## config.mk

```make
export PLATFORM = sky130hd
export DESIGN_NAME = tcw_ctrl
export DESIGN_NICKNAME = d
export VERILOG_FILES = /design/src/hdl/tcw_pkg.sv /design/src/hdl/tcw_ctrl.sv
export SDC_FILE = /design/constraint.sdc
export NUM_CORES = 1
export LEC_CHECK = 0
export BUFFER_PORTS_ARGS = -buffer_cell sky130_fd_sc_hd__buf_2
export CAP_MARGIN = 10
export CORE_UTILIZATION = 48
export CTS_CLUSTER_DIAMETER = 30
export CTS_CLUSTER_SIZE = 28
export DETAILED_ROUTE_END_ITERATION = 8
export GPL_TIMING_DRIVEN = 0
export PLACE_DENSITY = 0.77
export SLEW_MARGIN = 20
export SYNTH_ARGS = -nofsm -noshare
export SYNTH_HDL_FRONTEND = slang
export SYNTH_SLANG_ARGS = --single-unit
```

## constraint.sdc

```tcl
create_clock -name clk -period 2.9 [get_ports clk]
set_clock_uncertainty 0.15 [all_clocks]
set_input_delay 0.145 -clock clk [delete_from_list [all_inputs] [get_ports clk]]
set_output_delay 0.145 -clock clk [all_outputs]
set_load 0.05 [all_outputs]
```

## src/hdl/tcw_pkg.sv

```systemverilog
package tcw_pkg;

	localparam int COLUMNS_DEF    = 80;
	localparam int ROWS_DEF       = 25;
	localparam int TAB_BLANKS_DEF = 5;

	localparam logic [7:0] BLANK_CHAR  = 8'h20;
	localparam logic [7:0] SCROLL_ATTR = 8'h07;
	localparam logic [7:0] RESET_COLOR = 8'h0f;

	localparam logic [7:0] CH_BS  = 8'd8;
	localparam logic [7:0] CH_TAB = 8'd9;
	localparam logic [7:0] CH_LF  = 8'd10;
	localparam logic [7:0] CH_CR  = 8'd13;

	typedef enum logic [1:0] {
		K_PUT   = 2'd0,
		K_CLEAR = 2'd1,
		K_FILL  = 2'd2,
		K_READ  = 2'd3
	} tcw_kind_t;

	typedef enum logic [2:0] {
		CC_PRINT = 3'd0,
		CC_BS    = 3'd1,
		CC_CR    = 3'd2,
		CC_LF    = 3'd3,
		CC_TAB   = 3'd4
	} tcw_cls_t;

	typedef enum logic [3:0] {
		DP_NONE   = 4'd0,
		DP_INIT   = 4'd1,
		DP_CLEAR  = 4'd2,
		DP_FILL   = 4'd3,
		DP_SCROLL = 4'd4,
		DP_PUT    = 4'd5,
		DP_BS     = 4'd6,
		DP_CR     = 4'd7,
		DP_LF     = 4'd8,
		DP_HOME   = 4'd9,
		DP_READ   = 4'd10
	} tcw_op_t;

	typedef struct packed {
		logic    item_load;
		logic    sweep_clr;
		logic    sweep_inc;
		logic    load_out;
		tcw_op_t op;
	} tcw_cmd_t;

	typedef struct packed {
		tcw_kind_t kind;
		tcw_cls_t  cls;
		logic      col_last;
		logic      row_last;
		logic      rep_last;
		logic      rep_zero;
		logic      sweep_end;
	} tcw_sts_t;

	function automatic tcw_cls_t code_class(input logic [7:0] code);
		tcw_cls_t c;
		case (code)
			CH_BS:   c = CC_BS;
			CH_TAB:  c = CC_TAB;
			CH_LF:   c = CC_LF;
			CH_CR:   c = CC_CR;
			default: c = CC_PRINT;
		endcase
		return c;
	endfunction

endpackage

```

## src/hdl/tcw_ctrl.sv

```systemverilog
module tcw_ctrl import tcw_pkg::*; (
	input  logic     clk,
	input  logic     arst_n,
	input  logic     s_tvalid,
	output logic     s_tready,
	output logic     m_tvalid,
	input  logic     m_tready,
	input  tcw_sts_t sts,
	output tcw_cmd_t cmd
);

	typedef enum logic [7:0] {
		S_INIT   = 8'b0000_0001,
		S_IDLE   = 8'b0000_0010,
		S_EXEC   = 8'b0000_0100,
		S_WRITE  = 8'b0000_1000,
		S_SCROLL = 8'b0001_0000,
		S_CLEAR  = 8'b0010_0000,
		S_FILL   = 8'b0100_0000,
		S_RESULT = 8'b1000_0000
	} state_t;

	state_t state_q;
	state_t nxt;
	logic   m_tvalid_q;

	always_comb begin
		cmd      = '0;
		nxt      = state_q;
		s_tready = 1'b0;
		case (state_q)
			S_INIT: begin
				cmd.op        = DP_INIT;
				cmd.sweep_inc = 1'b1;
				if (sts.sweep_end) begin
					nxt = S_IDLE;
				end
			end
			S_IDLE: begin
				s_tready = 1'b1;
				if (s_tvalid) begin
					cmd.item_load = 1'b1;
					cmd.sweep_clr = 1'b1;
					nxt           = S_EXEC;
				end
			end
			S_EXEC: begin
				case (sts.kind)
					K_PUT: begin
						case (sts.cls)
							CC_BS: begin
								cmd.op = DP_BS;
								nxt    = S_RESULT;
							end
							CC_CR: begin
								cmd.op = DP_CR;
								nxt    = S_RESULT;
							end
							CC_LF: begin
								cmd.op = DP_LF;
								nxt    = sts.row_last ? S_SCROLL : S_RESULT;
							end
							default: begin
								nxt = S_WRITE;
							end
						endcase
					end
					K_CLEAR: begin
						cmd.op = DP_HOME;
						nxt    = S_CLEAR;
					end
					K_FILL: begin
						nxt = S_FILL;
					end
					K_READ: begin
						cmd.op = DP_READ;
						nxt    = S_RESULT;
					end
					default: begin
						nxt = S_RESULT;
					end
				endcase
			end
			S_WRITE: begin
				cmd.op        = DP_PUT;
				cmd.sweep_clr = 1'b1;
				if (sts.col_last && sts.row_last) begin
					nxt = S_SCROLL;
				end else if (sts.rep_last) begin
					nxt = S_RESULT;
				end
			end
			S_SCROLL: begin
				cmd.op        = DP_SCROLL;
				cmd.sweep_inc = 1'b1;
				if (sts.sweep_end) begin
					nxt = sts.rep_zero ? S_RESULT : S_WRITE;
				end
			end
			S_CLEAR: begin
				cmd.op        = DP_CLEAR;
				cmd.sweep_inc = 1'b1;
				if (sts.sweep_end) begin
					nxt = S_RESULT;
				end
			end
			S_FILL: begin
				cmd.op        = DP_FILL;
				cmd.sweep_inc = 1'b1;
				if (sts.sweep_end) begin
					nxt = S_RESULT;
				end
			end
			S_RESULT: begin
				if (!m_tvalid_q || m_tready) begin
					cmd.load_out = 1'b1;
					nxt          = S_IDLE;
				end
			end
			default: begin
				nxt = S_IDLE;
			end
		endcase
	end

	always_ff @(posedge clk or negedge arst_n) begin
		if (!arst_n) begin
			state_q    <= S_INIT;
			m_tvalid_q <= 1'b0;
		end else begin
			state_q <= nxt;
			if (cmd.load_out) begin
				m_tvalid_q <= 1'b1;
			end else if (m_tready) begin
				m_tvalid_q <= 1'b0;
			end
		end
	end

	assign m_tvalid = m_tvalid_q;

`ifndef SYNTH
	a_accept_exec: assert property (@(posedge clk) disable iff (!arst_n)
		(state_q == S_IDLE && s_tvalid) |=> (state_q == S_EXEC))
		else $error("accepted request not executed");

	a_load_free: assert property (@(posedge clk) disable iff (!arst_n)
		cmd.load_out |-> (!m_tvalid_q || m_tready))
		else $error("result overwrites pending result");

	a_scroll_hold: assert property (@(posedge clk) disable iff (!arst_n)
		(state_q == S_SCROLL && !sts.sweep_end) |=> (state_q == S_SCROLL))
		else $error("scroll left early");
`endif

endmodule

```

-- Word-level counts from Yosys, hierarchy flattened
Cells that the tools add are included.
- logic and storage cells: 55
- register bits: 9
- output and inout port bits: 10
- reduce and logical (&&, ||, !) cells: 9
- equality and inequality tests: 20
- multiplexer cells: 24
- operators with widths (kind ; number):
    two-way mux 8 bit ; 9
    one-hot mux 8 bit (7 select lines) ; 1
    one-hot mux 8 bit (4 select lines) ; 1
    one-hot mux 4 bit (3 select lines) ; 2
    one-hot mux 4 bit (6 select lines) ; 1
    one-hot mux 8 bit (2 select lines) ; 1
    equality test 8 x 1 -> 1 bit (second input constant) ; 1
    equality test 8 x 2 -> 1 bit (second input constant) ; 1
    equality test 8 x 3 -> 1 bit (second input constant) ; 1
    equality test 8 x 4 -> 1 bit (second input constant) ; 1
    equality test 8 x 5 -> 1 bit (second input constant) ; 1
    equality test 8 x 6 -> 1 bit (second input constant) ; 1
    equality test 8 x 7 -> 1 bit (second input constant) ; 1
    equality test 8 bit (second input constant) ; 1
    inequality test 2 bit (second input constant) ; 4
    two-way mux 1 bit ; 7
    equality test 3 x 2 -> 1 bit (second input constant) ; 2
    AND reduction 6 bit ; 1
    equality test 2 bit (second input constant) ; 2
    OR reduction 2 bit ; 2
    OR reduction 4 bit ; 1
    equality test 3 x 1 -> 1 bit (second input constant) ; 1
    inequality test 3 bit (second input constant) ; 1
    equality test 2 x 1 -> 1 bit (second input constant) ; 1
    other kinds (8) ; 8

-- Logic depth before layout (Yosys ltp)
- depth in word-level cells: 5
- depth in mapped cells: 6

-- Worst setup path after synthesis
Ideal clock, no wire load.
- path kind: register to output
- start: reg state_q[2]
- end: out cmd[6] in the netlist's numbering
- buffers on the path: 0
- stages on the path, launching flop included: 6
- required time: 2.605 ns
- path slack: -0.058 ns
- data arrival time: 2.663 ns
- path through: dfrtp_1 > or4_4 > or4_4 > inv_1 > and2_1 > or2_2
- RTL lines (element ; RTL line ; RTL):
    start: declaration ; tcw_ctrl.sv:23 ; state_t state_q;
    start signal: assignment ; tcw_ctrl.sv:131 ; state_q <= nxt;
    end: declaration ; tcw_ctrl.sv:9 ; output tcw_cmd_t cmd

==> key figures <==
Yosys
  • Most common cell in the netlist: nor2_1
  • Synth Instances: 82
  • Library cells used by synthesis: 34
  • Cell taking the most area after synthesis: dfrtp_1
  • Most frequent cells after synthesis: nor2_1 (14), dfrtp_1 (8), xor2_1 (5)
  • Synth Net Count: 96
  • Synth Warn #: 0
  • Synth Flop Type: dfrtp_1
  • Synth area leaders: dfrtp_1 (29%), nor2_1 (7.6%), xor2_1 (6.4%)
  • Synth Cell Area: 688 µm²
  • Post-synth EDFFs: 0
  • Synth Register Bits: 9
  • Post-synth ARST share: 100%
  • Mean post-synth cell area: 8.39 µm²
  • Area share of the largest cell type after synthesis: 29.1%
  • Seq/Total Area, Yosys: 32.9%

Timing
  • Fin. max-slew vios: 0
  • Max Freq: 372 MHz
  • Crit share post-route: 92.6%
  • RSZ-0062 raised after global routing: false
  • Final worst setup slack: 0.213 ns
  • WHS: 0.0134 ns
  • Final Hold Vio Count: 0
  • Max-slew headroom: 68.2%
  • Setup TNS: 0 ns
  • Final setup viols: 0
  • Worst Tran Pin Value: 0.472 ns
  • Tmin final: 2.69 ns

Power and ir drop
  • Power Density: 782 nW/µm²
  • Clock power frac: 13.9%
  • Peak VDD IR: 466 µV
  • Leak: 0.452 nW
  • Combinational power share: 60.5%
  • Switching pwr: 0.361 mW
  • Reg power frac: 25.6%
  • Switching Fraction: 50.9%
  • Cell internal pwr: 0.348 mW

Clocking
  • Number of CTS-inserted buffers: 3
  • H-tree levels: 1
  • Clk root buf: clkbuf_4
  • CTS tree: yes
  • Post CTS Setup Buffer Count: 0
  • Clock Sinks: 9
  • Worst-skew pair later-pin latency: 0.27 ns
  • Maximum clock path buffer count: 2
  • Worst-path clk slew: 0.06 ns

Floorplan
  • Starting density of the core: 52.2%
  • Die area: 1590 µm²
  • Die height: 39.9 µm
  • Total core area: 1320 µm²
  • Die X: 39.9 µm
  • Row count: 13
  • # IOs: 24

Critical path
  • CP Class: flip-flop to output pin
  • Maximum fanout along the worst path: 6
  • Worst setup EP type: output pin
  • Startpoint types: flip-flop
  • Data required, critical path: 2.61 ns
  • WP data arrival: 2.39 ns

Final layout
  • Layout Nets: 129
  • Ant. Diodes: 0
  • Area growth, synth to finish: 31.6%
  • Layout cells sized above 1: 30.7%
  • Core Util, Final: 68.8%
  • Fillers: 117

Placement
  • Routability cong.: 0.825
  • Worst slack, placed: 0.275 ns
  • Port buffer count: 23
  • DP Wirelength: 1.32 mm

Min path
  • Hold WC Path Type: input pin to flip-flop

Global routing
  • GRT Util Overall: 27.3%
  • First-pass GRT wire length: 2.77 mm
  • Largest net degree at the start of global routing: 10
  • Antenna violations before repair: 0
  • GRT overflow: 0
  • Vias in the first global route: 617

Route
  • DR vias: 708
  • Initial DRT Pass Iterations: 4
  • Vias per cell: 5.49
  • Routed length per instance: 13.0 µm
  • WL final: 1.68 mm
  • DRT antenna net count: 0
  • Initial DRC count: 12
  • Drt drc: 0

Flow run
  • Max Cap Violations: 0

Outcome
  • Outcome: finished clean
per-layer routing:
layer / global-route usage [%] / vias to the layer above / wire length (µm)
met3: 6.82 / 5 / 55
met2: 39.9 / 19 / 746
met1: 36.7 / 308 / 843
met4: 12.9 / 0 / 38
li1: - / 376 / -
met5: 0 / - / 0
area by class of cell:
cell class	instances	area (µm²)	area share, %
multi-input cells	67	447	49.3
repair buffers	28	165	18.2
clock buffers	4	26.3	2.90
well taps	15	18.8	2.07
plain buffers	3	11.3	1.24
inverters	3	11.3	1.24
flip-flops and latches	9	226	25.0
layout by cell type (no fill, tap or decap):
| cell type | instances |
|---|---|
| buf_2 | 23 |
| nor2_1 | 14 |
| inv_1 | 3 |
| dlygate4sd3_1 | 5 |
| o21ai_0 | 4 |
| nor2b_1 | 1 |
| clkbuf_1 | 4 |
| or4_2 | 1 |
| o31ai_4 | 1 |
| o22ai_1 | 3 |
| xor2_1 | 5 |
| and2_2 | 1 |
| a21oi_1 | 2 |
| nand3_1 | 3 |
| dfrtp_1 | 8 |
| nand4b_1 | 2 |
| and3_1 | 1 |
| o211ai_1 | 1 |
| o31ai_1 | 1 |
| nand2b_1 | 2 |
| and2b_2 | 1 |
| nand4_1 | 2 |
| a22o_1 | 2 |
| o221a_1 | 1 |
| nor3_1 | 2 |
| nand4bb_1 | 1 |
| clkbuf_4 | 3 |
| or2_2 | 1 |
| nand2_1 | 3 |
| a22oi_1 | 3 |
| dfstp_2 | 1 |
| nor3b_1 | 1 |
| nor4_2 | 1 |
| and2_1 | 1 |
| nor4_1 | 1 |
| or4_4 | 2 |
| a311oi_1 | 1 |
| nand3b_1 | 1 |
| nor4b_1 | 1 |
worst paths after layout:
check	from	to	slack, ns	depth (start not counted)
max	state_q[5]	cmd[0]	0.21	6
min	sts[9]	state_q[6]	0.01	2
max reg2reg	state_q[5]	state_q[4]	0.40	6
min reg2reg	state_q[5]	state_q[5]	0.48	1
max in group asynchronous	arst_n	state_q[0]	2.26	2
min in group asynchronous	arst_n	state_q[1]	0.10	2
repair_timing:
action	in CTS	in global routing
hold buffers	5	0
hold endpoints to repair	12	0
setup endpoints to repair	1	0
resized for setup	1	0
flip-flops by register name, indices dropped and copies added (netlist names):
register,flops
state_q,8
m_tvalid,1
kinds of logic after synthesis:
kind of cell              synth area share [%]
AOI/OAI and AO/OA                         21.1
buffers and inverters                     3.27
xor gates and xnor gates                  6.36
DFF                                       32.9
and+or+nand+nor                           36.4
worst max-delay path, cell delays in order (launching register included):
cell      delay [ns]
dfrtp_1         0.44
nor4_2          0.51
nand4b_1        0.29
nor2_1          0.30
o21ai_0         0.19
o31ai_1         0.10
buf_2           0.29
power by group through the flow:
stage               registers (mW)  clock network (mW)  logic, mW
finish                       0.181              0.0987      0.429
global route                 0.185               0.109      0.464
CTS                          0.180               0.101      0.428
detailed placement           0.180                   0      0.418
global placement             0.179                   0      0.415
floorplan                    0.183                   0      0.324
per-stage QoR:
step           total power, mW  std cells  area, µm²
2_1_floorplan            0.508         82        689
3_3_place_gp             0.594        120        823
3_5_place_dp             0.599        120        823
4_1_cts                  0.709        129        906
5_1_grt                  0.757        129        906
6_report                 0.709        129        906
(Power assumes the default switching activity.)
